## src/sv/sppp_pkg.sv

```systemverilog
`timescale 1ns / 1ps

package sppp_pkg;

    localparam int unsigned QUEUE_DEPTH_DEF = 4;

    localparam int unsigned CFG_IDX_W  = 1;
    localparam int unsigned CFG_DATA_W = 8;

    localparam logic [CFG_IDX_W-1:0] REG_HIGHEST_ID    = 1'b0;
    localparam logic [CFG_IDX_W-1:0] REG_TIMEOUT_TICKS = 1'b1;

    localparam logic [3:0] HIGHEST_ID_RST    = 4'd2;
    localparam logic [7:0] TIMEOUT_TICKS_RST = 8'd50;

    localparam logic [1:0] KIND_REPORT    = 2'd0;
    localparam logic [1:0] KIND_MALFORMED = 2'd1;
    localparam logic [1:0] KIND_TIMEOUT   = 2'd2;
    localparam logic [1:0] KIND_REQUEST   = 2'd3;

    localparam logic [7:0] CHAR_HASH = 8'h23;
    localparam logic [7:0] CHAR_BANG = 8'h21;
    localparam logic [7:0] CHAR_ZERO = 8'h30;
    localparam logic [7:0] CHAR_NINE = 8'h39;
    localparam logic [7:0] CHAR_P    = 8'h50;
    localparam logic [7:0] CHAR_R    = 8'h52;
    localparam logic [7:0] CHAR_A    = 8'h41;
    localparam logic [7:0] CHAR_D    = 8'h44;

    localparam logic [3:0] LEN_MAX     = 4'd11;
    localparam logic [3:0] LEN_FRAME   = 4'd10;
    localparam logic [3:0] P_INDEX     = 4'd4;
    localparam logic [3:0] P_NONE      = 4'd15;
    localparam logic [3:0] REQ_BYTES   = 4'd9;

    typedef struct packed {
        logic [3:0] highest_id;
        logic [7:0] timeout_ticks;
    } t_cfg;

    typedef struct packed {
        logic        timeout;
        logic        request;
        logic        frame;
        logic        frame_ok;
        logic [3:0]  tout_id;
        logic [3:0]  req_id;
        logic [9:0]  servo_id;
        logic [13:0] position;
    } t_job;

    function automatic logic [7:0] req_byte(input logic [3:0] idx, input logic [3:0] id);
        logic [7:0] b;
        case (idx)
            4'd0: b = CHAR_HASH;
            4'd1: b = CHAR_ZERO;
            4'd2: b = CHAR_ZERO;
            4'd3: b = CHAR_ZERO + {4'd0, id};
            4'd4: b = CHAR_P;
            4'd5: b = CHAR_R;
            4'd6: b = CHAR_A;
            4'd7: b = CHAR_D;
            default: b = CHAR_BANG;
        endcase
        return b;
    endfunction

endpackage

```

## src/sv/sppp_in_if.sv

```systemverilog
`timescale 1ns / 1ps

interface sppp_in_if;
    logic       valid;
    logic       ready;
    logic       command;
    logic [7:0] rx_byte;

    modport source (output valid, command, rx_byte, input ready);
    modport sink   (input valid, command, rx_byte, output ready);
endinterface

```

## src/sv/sppp_out_if.sv

```systemverilog
`timescale 1ns / 1ps

interface sppp_out_if;
    logic        valid;
    logic        ready;
    logic [1:0]  kind;
    logic [9:0]  servo_id;
    logic [13:0] position;
    logic [7:0]  tx_byte;
    logic        last;

    modport source (output valid, kind, servo_id, position, tx_byte, last, input ready);
    modport sink   (input valid, kind, servo_id, position, tx_byte, last, output ready);
endinterface

```

## src/sv/sppp_front.sv

```systemverilog
`timescale 1ns / 1ps

module sppp_front
    import sppp_pkg::*;
(
    input  logic       i_clk,
    input  logic       i_rst_n,
    sppp_in_if.sink    i_in,
    input  t_cfg       i_cfg,
    input  logic       i_full,
    output logic       o_push,
    output t_job       o_job
);

    logic        r_poll_waiting, n_poll_waiting;
    logic [3:0]  r_waited_id,    n_waited_id;
    logic [3:0]  r_next_id,      n_next_id;
    logic [7:0]  r_tick_count,   n_tick_count;
    logic        r_in_frame,     n_in_frame;
    logic [3:0]  r_frame_len,    n_frame_len;
    logic [3:0]  r_first_p,      n_first_p;
    logic [9:0]  r_id_acc,       n_id_acc;
    logic [13:0] r_pos_acc,      n_pos_acc;
    logic        r_digits_ok,    n_digits_ok;

    logic       accept;
    logic       timeout;
    logic       waiting;
    logic [3:0] id_inc;
    logic [7:0] b;
    logic       is_digit;
    logic       id_slot;
    logic       pos_slot;

    assign i_in.ready = !i_full;
    assign accept     = i_in.valid && !i_full;
    assign b          = i_in.rx_byte;
    assign is_digit   = (b >= CHAR_ZERO) && (b <= CHAR_NINE);
    assign id_slot    = (r_frame_len >= 4'd1) && (r_frame_len <= 4'd3);
    assign pos_slot   = (r_frame_len >= 4'd5) && (r_frame_len <= 4'd8);
    assign timeout    = r_tick_count > i_cfg.timeout_ticks;
    assign waiting    = r_poll_waiting && !timeout;
    assign id_inc     = r_next_id + 4'd1;

    always_comb begin
        n_poll_waiting = r_poll_waiting;
        n_waited_id    = r_waited_id;
        n_next_id      = r_next_id;
        n_tick_count   = r_tick_count;
        n_in_frame     = r_in_frame;
        n_frame_len    = r_frame_len;
        n_first_p      = r_first_p;
        n_id_acc       = r_id_acc;
        n_pos_acc      = r_pos_acc;
        n_digits_ok    = r_digits_ok;
        o_push         = 1'b0;
        o_job          = '0;
        o_job.tout_id  = r_waited_id;
        o_job.req_id   = r_next_id;
        if (accept) begin
            if (i_in.command) begin
                o_job.timeout  = timeout;
                o_job.request  = !waiting;
                o_push         = timeout || !waiting;
                n_poll_waiting = 1'b1;
                n_tick_count   = (timeout ? 8'd0 : r_tick_count) + 8'd1;
                if (!waiting) begin
                    n_waited_id = r_next_id;
                    n_next_id   = (id_inc > i_cfg.highest_id) ? 4'd0 : id_inc;
                end
            end else if (!r_in_frame) begin
                if (b == CHAR_HASH) begin
                    n_in_frame  = 1'b1;
                    n_frame_len = 4'd1;
                    n_first_p   = P_NONE;
                    n_id_acc    = '0;
                    n_pos_acc   = '0;
                    n_digits_ok = 1'b1;
                end
            end else begin
                if (r_frame_len < LEN_MAX) begin
                    n_frame_len = r_frame_len + 4'd1;
                end
                if (b == CHAR_P && r_first_p == P_NONE) begin
                    n_first_p = r_frame_len;
                end
                if (id_slot || pos_slot) begin
                    if (!is_digit) begin
                        n_digits_ok = 1'b0;
                    end else if (id_slot) begin
                        n_id_acc = 10'(r_id_acc * 10'd10 + {6'd0, b[3:0]});
                    end else begin
                        n_pos_acc = 14'(r_pos_acc * 14'd10 + {10'd0, b[3:0]});
                    end
                end
                if (b == CHAR_BANG) begin
                    o_push         = 1'b1;
                    o_job.frame    = 1'b1;
                    o_job.frame_ok = (n_frame_len == LEN_FRAME) && (n_first_p == P_INDEX)
                                     && n_digits_ok;
                    o_job.servo_id = n_id_acc;
                    o_job.position = n_pos_acc;
                    n_poll_waiting = 1'b0;
                    n_tick_count   = '0;
                    n_in_frame     = 1'b0;
                    n_frame_len    = '0;
                    n_first_p      = P_NONE;
                    n_id_acc       = '0;
                    n_pos_acc      = '0;
                    n_digits_ok    = 1'b1;
                end
            end
        end
    end

    always_ff @(posedge i_clk) begin
        if (!i_rst_n) begin
            r_poll_waiting <= 1'b0;
            r_waited_id    <= '0;
            r_next_id      <= '0;
            r_tick_count   <= '0;
            r_in_frame     <= 1'b0;
            r_frame_len    <= '0;
            r_first_p      <= P_NONE;
            r_id_acc       <= '0;
            r_pos_acc      <= '0;
            r_digits_ok    <= 1'b1;
        end else begin
            r_poll_waiting <= n_poll_waiting;
            r_waited_id    <= n_waited_id;
            r_next_id      <= n_next_id;
            r_tick_count   <= n_tick_count;
            r_in_frame     <= n_in_frame;
            r_frame_len    <= n_frame_len;
            r_first_p      <= n_first_p;
            r_id_acc       <= n_id_acc;
            r_pos_acc      <= n_pos_acc;
            r_digits_ok    <= n_digits_ok;
        end
    end

    a_tick_leaves_waiting: assert property (@(posedge i_clk) disable iff (!i_rst_n)
        (accept && i_in.command) |=> r_poll_waiting)
        else $error("A poll is not waiting after a tick.");

    a_len_saturates: assert property (@(posedge i_clk) disable iff (!i_rst_n)
        (r_frame_len <= LEN_MAX) && (r_in_frame || r_frame_len == 4'd0))
        else $error("Frame length out of range.");

endmodule

```

## src/sv/sppp_queue.sv

```systemverilog
`timescale 1ns / 1ps

module sppp_queue
    import sppp_pkg::*;
#(
    parameter int unsigned DEPTH = QUEUE_DEPTH_DEF
) (
    input  logic i_clk,
    input  logic i_rst_n,
    input  logic i_push,
    input  t_job i_job,
    input  logic i_pop,
    output logic o_full,
    output logic o_empty,
    output t_job o_head
);

    localparam int unsigned PTR_W = (DEPTH > 1) ? $clog2(DEPTH) : 1;
    localparam int unsigned CNT_W = $clog2(DEPTH + 1);
    localparam logic [PTR_W-1:0] PTR_LAST = PTR_W'(DEPTH - 1);
    localparam logic [CNT_W-1:0] CNT_FULL = CNT_W'(DEPTH);

    t_job             r_mem [DEPTH];
    logic [PTR_W-1:0] r_wr_ptr, n_wr_ptr;
    logic [PTR_W-1:0] r_rd_ptr, n_rd_ptr;
    logic [CNT_W-1:0] r_count,  n_count;

    assign o_full  = (r_count == CNT_FULL);
    assign o_empty = (r_count == '0);
    assign o_head  = r_mem[r_rd_ptr];

    always_comb begin
        n_wr_ptr = r_wr_ptr;
        n_rd_ptr = r_rd_ptr;
        n_count  = r_count;
        if (i_push) begin
            n_wr_ptr = (r_wr_ptr == PTR_LAST) ? '0 : r_wr_ptr + PTR_W'(1);
        end
        if (i_pop) begin
            n_rd_ptr = (r_rd_ptr == PTR_LAST) ? '0 : r_rd_ptr + PTR_W'(1);
        end
        if (i_push && !i_pop) begin
            n_count = r_count + CNT_W'(1);
        end else if (i_pop && !i_push) begin
            n_count = r_count - CNT_W'(1);
        end
    end

    always_ff @(posedge i_clk) begin
        if (i_push) begin
            r_mem[r_wr_ptr] <= i_job;
        end
    end

    always_ff @(posedge i_clk) begin
        if (!i_rst_n) begin
            r_wr_ptr <= '0;
            r_rd_ptr <= '0;
            r_count  <= '0;
        end else begin
            r_wr_ptr <= n_wr_ptr;
            r_rd_ptr <= n_rd_ptr;
            r_count  <= n_count;
        end
    end

    a_no_overflow: assert property (@(posedge i_clk) disable iff (!i_rst_n)
        !(i_push && o_full))
        else $error("Job queue written while full.");

    a_no_underflow: assert property (@(posedge i_clk) disable iff (!i_rst_n)
        !(i_pop && o_empty))
        else $error("Job queue read while empty.");

endmodule

```

## src/sv/sppp_back.sv

```systemverilog
`timescale 1ns / 1ps

module sppp_back
    import sppp_pkg::*;
(
    input  logic        i_clk,
    input  logic        i_rst_n,
    input  logic        i_empty,
    input  t_job        i_head,
    output logic        o_pop,
    sppp_out_if.source  o_out
);

    logic        r_valid,    n_valid;
    logic [3:0]  r_seq,      n_seq;
    logic [1:0]  r_kind,     n_kind;
    logic [9:0]  r_servo_id, n_servo_id;
    logic [13:0] r_position, n_position;
    logic [7:0]  r_tx_byte,  n_tx_byte;
    logic        r_last,     n_last;

    logic       load;
    logic [3:0] n_items;
    logic [3:0] req_idx;

    assign load    = !i_empty && (!r_valid || o_out.ready);
    assign n_items = {3'd0, i_head.timeout} + (i_head.request ? REQ_BYTES : 4'd0);
    assign req_idx = r_seq - {3'd0, i_head.timeout};

    always_comb begin
        n_kind     = KIND_REQUEST;
        n_servo_id = '0;
        n_position = '0;
        n_tx_byte  = '0;
        n_last     = 1'b0;
        if (i_head.frame) begin
            n_last = 1'b1;
            if (i_head.frame_ok) begin
                n_kind     = KIND_REPORT;
                n_servo_id = i_head.servo_id;
                n_position = i_head.position;
            end else begin
                n_kind = KIND_MALFORMED;
            end
        end else begin
            n_last = (r_seq == n_items - 4'd1);
            if (i_head.timeout && r_seq == 4'd0) begin
                n_kind     = KIND_TIMEOUT;
                n_servo_id = {6'd0, i_head.tout_id};
            end else begin
                n_tx_byte = req_byte(req_idx, i_head.req_id);
            end
        end
    end

    assign o_pop = load && n_last;

    always_comb begin
        n_valid = r_valid;
        n_seq   = r_seq;
        if (load) begin
            n_valid = 1'b1;
            n_seq   = n_last ? 4'd0 : r_seq + 4'd1;
        end else if (o_out.ready) begin
            n_valid = 1'b0;
        end
    end

    always_ff @(posedge i_clk) begin
        if (!i_rst_n) begin
            r_valid <= 1'b0;
            r_seq   <= '0;
        end else begin
            r_valid <= n_valid;
            r_seq   <= n_seq;
        end
    end

    always_ff @(posedge i_clk) begin
        if (load) begin
            r_kind     <= n_kind;
            r_servo_id <= n_servo_id;
            r_position <= n_position;
            r_tx_byte  <= n_tx_byte;
            r_last     <= n_last;
        end
    end

    assign o_out.valid    = r_valid;
    assign o_out.kind     = r_kind;
    assign o_out.servo_id = r_servo_id;
    assign o_out.position = r_position;
    assign o_out.tx_byte  = r_tx_byte;
    assign o_out.last     = r_last;

    a_seq_range: assert property (@(posedge i_clk) disable iff (!i_rst_n)
        r_seq <= REQ_BYTES)
        else $error("Result sequence counter out of range.");

endmodule

```

## src/sv/servo_position_poll_parser_unit.sv

```systemverilog
`timescale 1ns / 1ps

// Polls serial servos and parses their ASCII position replies. The front end takes one input
// item per clock cycle while its job queue has room and leaves one job per item that causes
// results; the back end turns each job into result items at one per cycle while the output
// is ready, through a registered output stage; a tick that starts a poll gives nine or ten
// items and a finished frame one. An item's first result passes the job queue and then the
// output stage when the back end is free; the queue depth sets how many such jobs may wait
// while the output is stalled or busy. Configuration writes take effect at the next cycle.

module servo_position_poll_parser_unit
    import sppp_pkg::*;
#(
    parameter int unsigned QUEUE_DEPTH = QUEUE_DEPTH_DEF
) (
    input  logic                  i_clk,
    input  logic                  i_rst_n,
    sppp_in_if.sink               i_in,
    sppp_out_if.source            o_out,
    input  logic                  i_cfg_we,
    input  logic [CFG_IDX_W-1:0]  i_cfg_idx,
    input  logic [CFG_DATA_W-1:0] i_cfg_data
);

    t_cfg r_cfg;
    logic full;
    logic empty;
    logic push;
    logic pop;
    t_job job;
    t_job head;

    always_ff @(posedge i_clk) begin
        if (!i_rst_n) begin
            r_cfg.highest_id    <= HIGHEST_ID_RST;
            r_cfg.timeout_ticks <= TIMEOUT_TICKS_RST;
        end else if (i_cfg_we) begin
            case (i_cfg_idx)
                REG_HIGHEST_ID:    r_cfg.highest_id    <= i_cfg_data[3:0];
                REG_TIMEOUT_TICKS: r_cfg.timeout_ticks <= i_cfg_data[7:0];
                default: ;
            endcase
        end
    end

    sppp_front u_front (
        .i_clk   (i_clk),
        .i_rst_n (i_rst_n),
        .i_in    (i_in),
        .i_cfg   (r_cfg),
        .i_full  (full),
        .o_push  (push),
        .o_job   (job)
    );

    sppp_queue #(
        .DEPTH (QUEUE_DEPTH)
    ) u_queue (
        .i_clk   (i_clk),
        .i_rst_n (i_rst_n),
        .i_push  (push),
        .i_job   (job),
        .i_pop   (pop),
        .o_full  (full),
        .o_empty (empty),
        .o_head  (head)
    );

    sppp_back u_back (
        .i_clk   (i_clk),
        .i_rst_n (i_rst_n),
        .i_empty (empty),
        .i_head  (head),
        .o_pop   (pop),
        .o_out   (o_out)
    );

endmodule

```

## src/flat_wrapper.sv

```systemverilog
// flat-port wrapper written by rule: the top's interface ports become plain ports
module servo_position_poll_parser_unit_flat import sppp_pkg::*;
#(
    parameter int unsigned QUEUE_DEPTH = QUEUE_DEPTH_DEF
)
  (i_clk, i_rst_n, i_cfg_we, i_cfg_idx, i_cfg_data, i_in_valid, i_in_command, i_in_rx_byte, i_in_ready, o_out_valid, o_out_kind, o_out_servo_id, o_out_position, o_out_tx_byte, o_out_last, o_out_ready);
  sppp_in_if i_in_i ();
  sppp_out_if o_out_i ();
  input  logic i_clk;
  input  logic i_rst_n;
  input  logic i_cfg_we;
  input  logic [CFG_IDX_W-1:0] i_cfg_idx;
  input  logic [CFG_DATA_W-1:0] i_cfg_data;
  input wire logic [$bits(i_in_i.valid)-1:0] i_in_valid;
  input wire logic [$bits(i_in_i.command)-1:0] i_in_command;
  input wire logic [$bits(i_in_i.rx_byte)-1:0] i_in_rx_byte;
  output wire logic [$bits(i_in_i.ready)-1:0] i_in_ready;
  output wire logic [$bits(o_out_i.valid)-1:0] o_out_valid;
  output wire logic [$bits(o_out_i.kind)-1:0] o_out_kind;
  output wire logic [$bits(o_out_i.servo_id)-1:0] o_out_servo_id;
  output wire logic [$bits(o_out_i.position)-1:0] o_out_position;
  output wire logic [$bits(o_out_i.tx_byte)-1:0] o_out_tx_byte;
  output wire logic [$bits(o_out_i.last)-1:0] o_out_last;
  input wire logic [$bits(o_out_i.ready)-1:0] o_out_ready;
  assign i_in_i.valid = i_in_valid;
  assign i_in_i.command = i_in_command;
  assign i_in_i.rx_byte = i_in_rx_byte;
  assign i_in_ready = i_in_i.ready;
  assign o_out_valid = o_out_i.valid;
  assign o_out_kind = o_out_i.kind;
  assign o_out_servo_id = o_out_i.servo_id;
  assign o_out_position = o_out_i.position;
  assign o_out_tx_byte = o_out_i.tx_byte;
  assign o_out_last = o_out_i.last;
  assign o_out_i.ready = o_out_ready;
  servo_position_poll_parser_unit #(.QUEUE_DEPTH(QUEUE_DEPTH)) u_core (.i_clk(i_clk), .i_rst_n(i_rst_n), .i_in(i_in_i), .o_out(o_out_i), .i_cfg_we(i_cfg_we), .i_cfg_idx(i_cfg_idx), .i_cfg_data(i_cfg_data));
endmodule
```

## config.mk

```make
export PLATFORM = sky130hd
export DESIGN_NAME = servo_position_poll_parser_unit_flat
export DESIGN_NICKNAME = d
export VERILOG_FILES = /design/src/sv/sppp_pkg.sv /design/src/sv/sppp_in_if.sv /design/src/sv/sppp_out_if.sv /design/src/sv/sppp_front.sv /design/src/sv/sppp_queue.sv /design/src/sv/sppp_back.sv /design/src/sv/servo_position_poll_parser_unit.sv /design/src/flat_wrapper.sv
export SDC_FILE = /design/constraint.sdc
export NUM_CORES = 1
export LEC_CHECK = 0
export BUFFER_PORTS_ARGS = -buffer_cell sky130_fd_sc_hd__buf_2
export CORE_ASPECT_RATIO = 1.4
export CORE_MARGIN = 2
export CORE_UTILIZATION = 45
export DETAILED_ROUTE_END_ITERATION = 6
export HOLD_SLACK_MARGIN = 0.06
export SYNTH_ARGS = -nofsm -noshare
export SYNTH_HDL_FRONTEND = slang
export SYNTH_SLANG_ARGS = --single-unit
```

## constraint.sdc

```tcl
create_clock -name i_clk -period 8.76 [get_ports i_clk]
set_input_delay 1.752 -clock i_clk [delete_from_list [all_inputs] [get_ports i_clk]]
set_output_delay 1.752 -clock i_clk [all_outputs]
set_load 0.02 [all_outputs]
```

======== Word-level counts from Yosys, hierarchy flattened ========
Memories as Yosys holds them, arrays and structs flattened. A register that Yosys moved wholly into a read port is not among the register bits.
Index checks and enable logic that the tools add are counted.
word-level totals
  bits of input ports ..................... 23
  word-level logic and storage cells ...... 186
  register bits after elaboration ......... 110
  output and inout bits ................... 37
  memories ................................ 1
  memory bits (writable) .................. 144
operators by class
  muxes and demuxes ....................... 78
  equality and inequality tests ........... 17
  bitwise gates (word level) .............. 3
  add/sub/neg operators ................... 14
  multiply operators ...................... 2
  order comparisons ....................... 9
  reductions and logical operators ........ 40
memory list
  memory                depth  width  read ports  clocked after memory_dff  write ports  line              text
  u_core.u_queue.r_mem  4      36     1           1                         1            sppp_queue.sv:23  t_job r_mem [DEPTH];
operators by type and width
  operator                                                           count
  2-to-1 mux 24 bit                                                  4
  2-to-1 mux 14 bit                                                  6
  2-to-1 mux 10 bit                                                  8
  2-to-1 mux 4 bit                                                   19
  case mux 7 bit (7 select lines)                                    1
  2-to-1 mux 8 bit                                                   4
  2-to-1 mux 1 bit                                                   25
  == test 4 x 3 -> 1 bit, second input constant                      5
  2-to-1 mux 2 bit                                                   9
  == test 8 x 6 -> 1 bit, second input constant                      2
  adder 14 x 4 -> 14 bit                                             1
  multiplier 14 x 3 -> 13 bit, second input constant                 1
  logical AND 1 bit                                                  13
  adder 4 x 1 -> 4 bit, second input constant                        3
  adder 10 x 4 -> 10 bit                                             1
  multiplier 10 x 3 -> 9 bit, second input constant                  1
  nonzero test 2 bit                                                 5
  AND reduction 3 bit                                                3
  adder 8 x 1 -> 8 bit, second input constant                        1
  == test 4 x 2 -> 1 bit, second input constant                      2
  == test 4 bit, second input constant                               2
  == test 8 x 7 -> 1 bit, second input constant                      1
  greater-or-equal comparator 8 x 6 -> 1 bit, second input constant  1
  greater-than comparator 8 bit                                      1
  other kinds (26)                                                   44

======== Depth between registers and ports, before layout ========
  word-level depth ........................ 13
  gate-level depth with buffers ........... 17
  gate-level depth less buffers ........... 16

======== By module ========
From an unflattened synthesis, not the netlist that was laid out.
second synthesis, totals
  cell total of the unflattened synthesis .. 975
  area, all modules ....................... 12438.2 um^2
modules (own cells, without submodules)
  module                           cells each  instances  sequential area each (um^2)  area each (um^2)
  sppp_queue                       232         1          4504.3                       5706.7
  sppp_front                       555         1          1021.0                       4454.3
  sppp_back                        138         1          1121.1                       1814.2
  servo_position_poll_parser_unit  50          1          240.2                        462.9

======== Least setup slack after synthesis ========
Ideal clock, no wire load.
  path kind ............................... input to register
  start point ............................. in o_out_ready
  end point ............................... reg u_core.u_queue.r_count[2]
  arrival ................................. 5.203 ns
  library setup time ...................... 0.076 ns
  stages .................................. 9
  path buffers ............................ 0
  slack ................................... 3.481 ns
  required time ........................... 8.684 ns
  cells stage by stage .................... inv_1 a21oi_1 nand2_1 ha_1 inv_1 fa_1 xor2_1 or3_1 a21boi_0
between the ends
  word-level cells in the longest chain between the ends .. 6
  elaborated cells on any way between the ends .. 8
  those cells by class .................... 1 x mux; 7 x reduce/logical
RTL lines
  element                                                        line                text
  start, declared                                                flat_wrapper.sv:24  input wire logic [$bits(o_out_i.ready)-1:0] o_out_ready;
  logical OR 1 bit (*)                                           sppp_back.sv:26     assign load = !i_empty && (!r_valid || o_out.ready);
  logical AND 1 bit (*)                                          sppp_back.sv:26
  net u_core.u_back.load                                         sppp_back.sv:22     logic load;
  logical AND 1 bit (*)                                          sppp_back.sv:56     assign o_pop = load && n_last;
  zero test 1 bit                                                sppp_queue.sv:42    if (i_push && !i_pop) begin
  logical AND 1 bit                                              sppp_queue.sv:42
  2-to-1 mux 3 bit / nonzero test 2 bit (equally long branches)  -
  end signal, assigned                                           sppp_queue.sv:63    r_count <= n_count;
  end, declared                                                  sppp_queue.sv:26    logic [CNT_W-1:0] r_count, n_count;
The timed path passes the listed nets; every way through them passes the cells marked *.
A chain may end at the register's enable or synchronous reset.

======== Worst setup path after layout ========
  start point ............................. in i_in_rx_byte[1]
  end point ............................... reg u_core.u_queue.r_count[2]
between the ends
  word-level cells in the longest chain between the ends .. 8
  elaborated cells on any way between the ends .. 10
  those cells by class .................... 1 x eq/ne; 5 x mux; 4 x reduce/logical
RTL lines
  element                       line                                   text
  start, declared               flat_wrapper.sv:16                     input wire logic [$bits(i_in_i.rx_byte)-1:0] i_in_rx_byte;
  == test 8 x 6 -> 1 bit (*)    sppp_front.sv:96                       if (b == CHAR_BANG) begin
  2-to-1 mux 1 bit (*)          sppp_front.sv:96
  2-to-1 mux 1 bit (*)          sppp_front.sv:71                       end else if (!r_in_frame) begin
  2-to-1 mux 1 bit (*)          sppp_front.sv:61                       if (i_in.command) begin
  2-to-1 mux 1 bit (*)          sppp_front.sv:60                       if (accept) begin
  net u_core.push               servo_position_poll_parser_unit.sv:28  logic push;
  zero test 1 bit               sppp_queue.sv:44                       end else if (i_pop && !i_push) begin
  logical AND 1 bit             sppp_queue.sv:44
  nonzero test 2 bit (no line)  -
Marks and branches as above.

==> implementation parameters <==
Parameter                              Value

Setup path
  CP cell instances    buf_2 > nor3_1 > and3_1 > nand3_1 > inv_2 > nor2_2 > inv_1 > ha_1 > inv_1 > fa_1 > xor2_1 > or3_1 > a21boi_0
  CP max-delay cell    sky130_fd_sc_hd__nand3_1
  Most frequent CP cell    sky130_fd_sc_hd__inv_1
  Setup Crit Path Kind    in -> reg
  Delay of the slowest cell on the worst path    a little under 800 ps
  Kind of launch point of the worst setup path    input port
  Data arrival, critical path    a little over 5000 ps
  Startpoint of the most critical register-to-register path    u_core.u_front.r_tick_count[1]$_SDFFE_PN0P_
  Worst Setup SP    i_in_rx_byte[1]
  CP endpoint kind    flip-flop
  Worst Path Max Fanout    26
  Worst endpoint required time    about 9000 ps

Yosys
  Synth area leader    sky130_fd_sc_hd__edfxtp_1
  Most numerous cell in the Yosys netlist    sky130_fd_sc_hd__edfxtp_1
  Average size of a mapped cell    around 13 µm²
  Cell count after synthesis    around 950
  Synth cell count leaders    sky130_fd_sc_hd__edfxtp_1, sky130_fd_sc_hd__nand2_1, sky130_fd_sc_hd__dfxtp_1, sky130_fd_sc_hd__ha_1, sky130_fd_sc_hd__nor2_1
  Seq cells post-synth    about 260
  Syn_nets    roughly 1.0k
  Flip-flop cell with the highest count after synthesis    sky130_fd_sc_hd__edfxtp_1
  Post-synthesis instance area    around 0.012 mm²
  Synth warn    0
  Yosys cell types    69
  Synth top area share    between 40% and 50%
  FFs w/ async S/R, synth    0%
  Leading post-synthesis cells by cell area    sky130_fd_sc_hd__edfxtp_1, sky130_fd_sc_hd__dfxtp_1, sky130_fd_sc_hd__ha_1, sky130_fd_sc_hd__mux4_2, sky130_fd_sc_hd__nand2_1
  Proportion of synthesized chip area in sequential cells    a little under three fifths
  Post-synth EDFFs    about 180

Route
  Detail-routed via count per cell    around 5.4
  Total via count after detailed routing    roughly 7.4k
  Detailed router's first-iteration violation count    ~330
  Post-route DRC    0
  Antenna violation net count after detailed routing    0
  Detailed-route wire length    around 23,000 µm
  WL/cell    around 17 µm
  Total iterations of the first detailed-routing run    4

GRT
  Wire length of the first global-routing pass    37,800 µm
  Antenna violations before repair    0
  Residual overflow from global routing    0
  Vias in the first global route    between 7k and 8k
  Largest net degree at the start of global routing    83
  Global-route usage over all layers    between 10% and 20%

Power and ir drop
  Total Power    ~0.0034 W
  Maximum vdd drop    approximately 140 µV
  Areal power density over the cells    250 mW/mm²
  Static Leak    around 5.0 nW

Cells and area
  Count of non-filler cells in the finished layout    about 1.4k
  Fin nets    about 1.1k
  Layout Utilization    between 50% and 60%
  Share of final-layout standard cells stronger than drive strength 1    between 10% and 20%
  Antenna diode instance count    0
  Layout area overhead    12.9%

Timing
  Endpoints failing setup    0
  Unrepaired setup endpoints after global routing    false
  Total Neg Setup Slack    0 ps
  Largest clock skew in the final design    18.2 ps
  Upper clock frequency limit    217 MHz
  Transition time at the pin with the least slew margin    roughly 1100 ps
  Shortest period the worst path allows    about 4600 ps
  Final Max Slew Viols    0
  Count of final hold-check violations    0
  Slew HR    a little over a quarter
  Final critical-path share of the clock period    52.6%

Clock tree
  Clock root buffer    sky130_fd_sc_hd__clkbuf_16
  Deepest level of the CTS H-tree    1
  Count of instances resized after the clock tree is built    0
  Post-CTS clock slew at the launch and capture registers of the worst setup and hold paths    roughly 70 ps
  Number of buffers on the longest clock path    3
  TritonCTS Buffers    26
  Post-CTS Setup Inserts    0
  Clock sink count    255
  Clock insertion delay at the later pin of the skew report    530 ps
  Clock tree from TritonCTS    built
  Hold_buf cts    0

Floorplanning
  IO Pins    60
  Core Region    between 0.02 and 0.03 mm²
  Site Rows    71
  Chip height    198 µm
  Starting Density    a little under half
  Die ar.    0.0282 mm²
  Horizontal extent of the die    143 µm

Placed design
  Cell Count Post-Placement    1,311
  Buffers on Ports    58
  Gpl congestion    ~0.8
  Detailed placer's ending HPWL    15,200 µm

Min path
  Worst min-delay path class    reg -> reg
  Worst Min Path Start    u_core.r_cfg[3]$_SDFFE_PN0P_

Run status
  Result of the run    finished clean

Run
  Count of max-cap constraint violations    0
cells by family after synthesis:
| logic type | Yosys count | share of synthesized area (%) |
|---|---|---|
| flops | 255 | 56.9 |
| simple gates | 307 | 13.6 |
| mux | 46 | 7.52 |
| buf+inv | 76 | 2.66 |
| xor+xnor | 38 | 2.99 |
| fa+ha+maj | 71 | 7.65 |
| compound gates | 160 | 8.63 |
| other cells | 1 | 0.0310 |
power breakdown:
group | switching, W | total [W] | internal [W]
logic | 0.000446 | 0.000744 | 0.000299
clock network | 0.000455 | 0.00118 | 0.000724
registers | 0.0000400 | 0.00149 | 0.00145
total | 0.000941 | 0.00341 | 0.00247
final timing paths:
kind	cells after the start	to	slack [ps]
worst max-delay path	13	u_core.u_queue.r_count[2]$_SDFFE_PN0P_	4150
worst min-delay path	2	u_core.r_cfg[3]$_SDFFE_PN0P_	470
worst max register to register	15	u_core.u_queue.r_count[2]$_SDFFE_PN0P_	4740
worst min register to register	2	u_core.r_cfg[3]$_SDFFE_PN0P_	470
area by class of cell:
class / instances / area [µm²]
repair buffers: 67 / 358
well taps: 328 / 410
flip-flops and latches: 255 / 6890
inverters: 38 / 145
clock inverters: 15 / 181
fillers: 2327 / 13000
clock buffers: 33 / 749
multi-input cells: 623 / 4940
flip-flops by register name, summed over array words and instances (netlist names), 7 cells and up, named ones only:
signal,count
u_core.u_back.o_out.tx_byte,7
u_core.u_front.r_pos_acc,14
u_core.u_queue.r_mem,144
u_core.r_cfg,12
u_core.u_back.o_out.servo_id,10
u_core.u_back.o_out.position,14
u_core.u_front.r_tick_count,8
u_core.u_front.r_id_acc,10
worst max-delay path, delay by kind of cell:
family | cells | cell delay, ps
AOI/OAI and AO/OA | 1 | 150
xor gates and xnor gates | 1 | 180
and+or+nand+nor | 5 | 1790
buffers and inverters | 4 | 630
adders and majority gates | 2 | 550
cells in the final DEF, fill, tap and decap left out, types with 8 or more instances in the layout:
cell                        netlist  routed
sky130_fd_sc_hd__nor3_1          11      11
sky130_fd_sc_hd__nand4_1          8       8
sky130_fd_sc_hd__buf_4            2       9
sky130_fd_sc_hd__o211ai_1         9       9
sky130_fd_sc_hd__nor2_1          59      59
sky130_fd_sc_hd__o21ai_0         27      27
sky130_fd_sc_hd__nor2b_1         37      33
sky130_fd_sc_hd__mux4_2          36      36
sky130_fd_sc_hd__a21boi_0        16      16
sky130_fd_sc_hd__a21oi_1         33      32
sky130_fd_sc_hd__nand3_1         17      17
sky130_fd_sc_hd__buf_2            9      58
sky130_fd_sc_hd__xnor2_1         14      14
sky130_fd_sc_hd__nand2_1         81      81
sky130_fd_sc_hd__clkbuf_16        0      28
sky130_fd_sc_hd__edfxtp_1       178     178
sky130_fd_sc_hd__xor2_1          21      21
sky130_fd_sc_hd__mux2i_1         10      10
sky130_fd_sc_hd__and2_1          12      12
sky130_fd_sc_hd__and3_1          38      38
sky130_fd_sc_hd__inv_1           34      34
sky130_fd_sc_hd__a22oi_1         13      13
sky130_fd_sc_hd__ha_1            66      66
sky130_fd_sc_hd__dfxtp_1         77      76
sky130_fd_sc_hd__o22ai_1         12      12
routing by layer:
| layer | global-route usage (%) | part of all wire [%] | up-vias |
|---|---|---|---|
| met2 | 28.5 | 49 | 106 |
| met4 | 4.33 | 1.7 | 0 |
| met3 | 2.10 | 3.1 | 28 |
| li1 | - | - | 3649 |
| met5 | 0 | 0 | - |
| met1 | 22.5 | 46 | 3610 |
metrics by stage:
stage / setup WS (ps) / area [µm²] / hold WS, ps
floorplan: 3480 / 12100 / 443
global placement: 3710 / 12700 / 456
detailed placement: 3600 / 12700 / 463
CTS: 4140 / 13700 / 471
global route: 3890 / 13700 / 499
finish: 4150 / 13700 / 468
(Power assumes the default switching activity.)
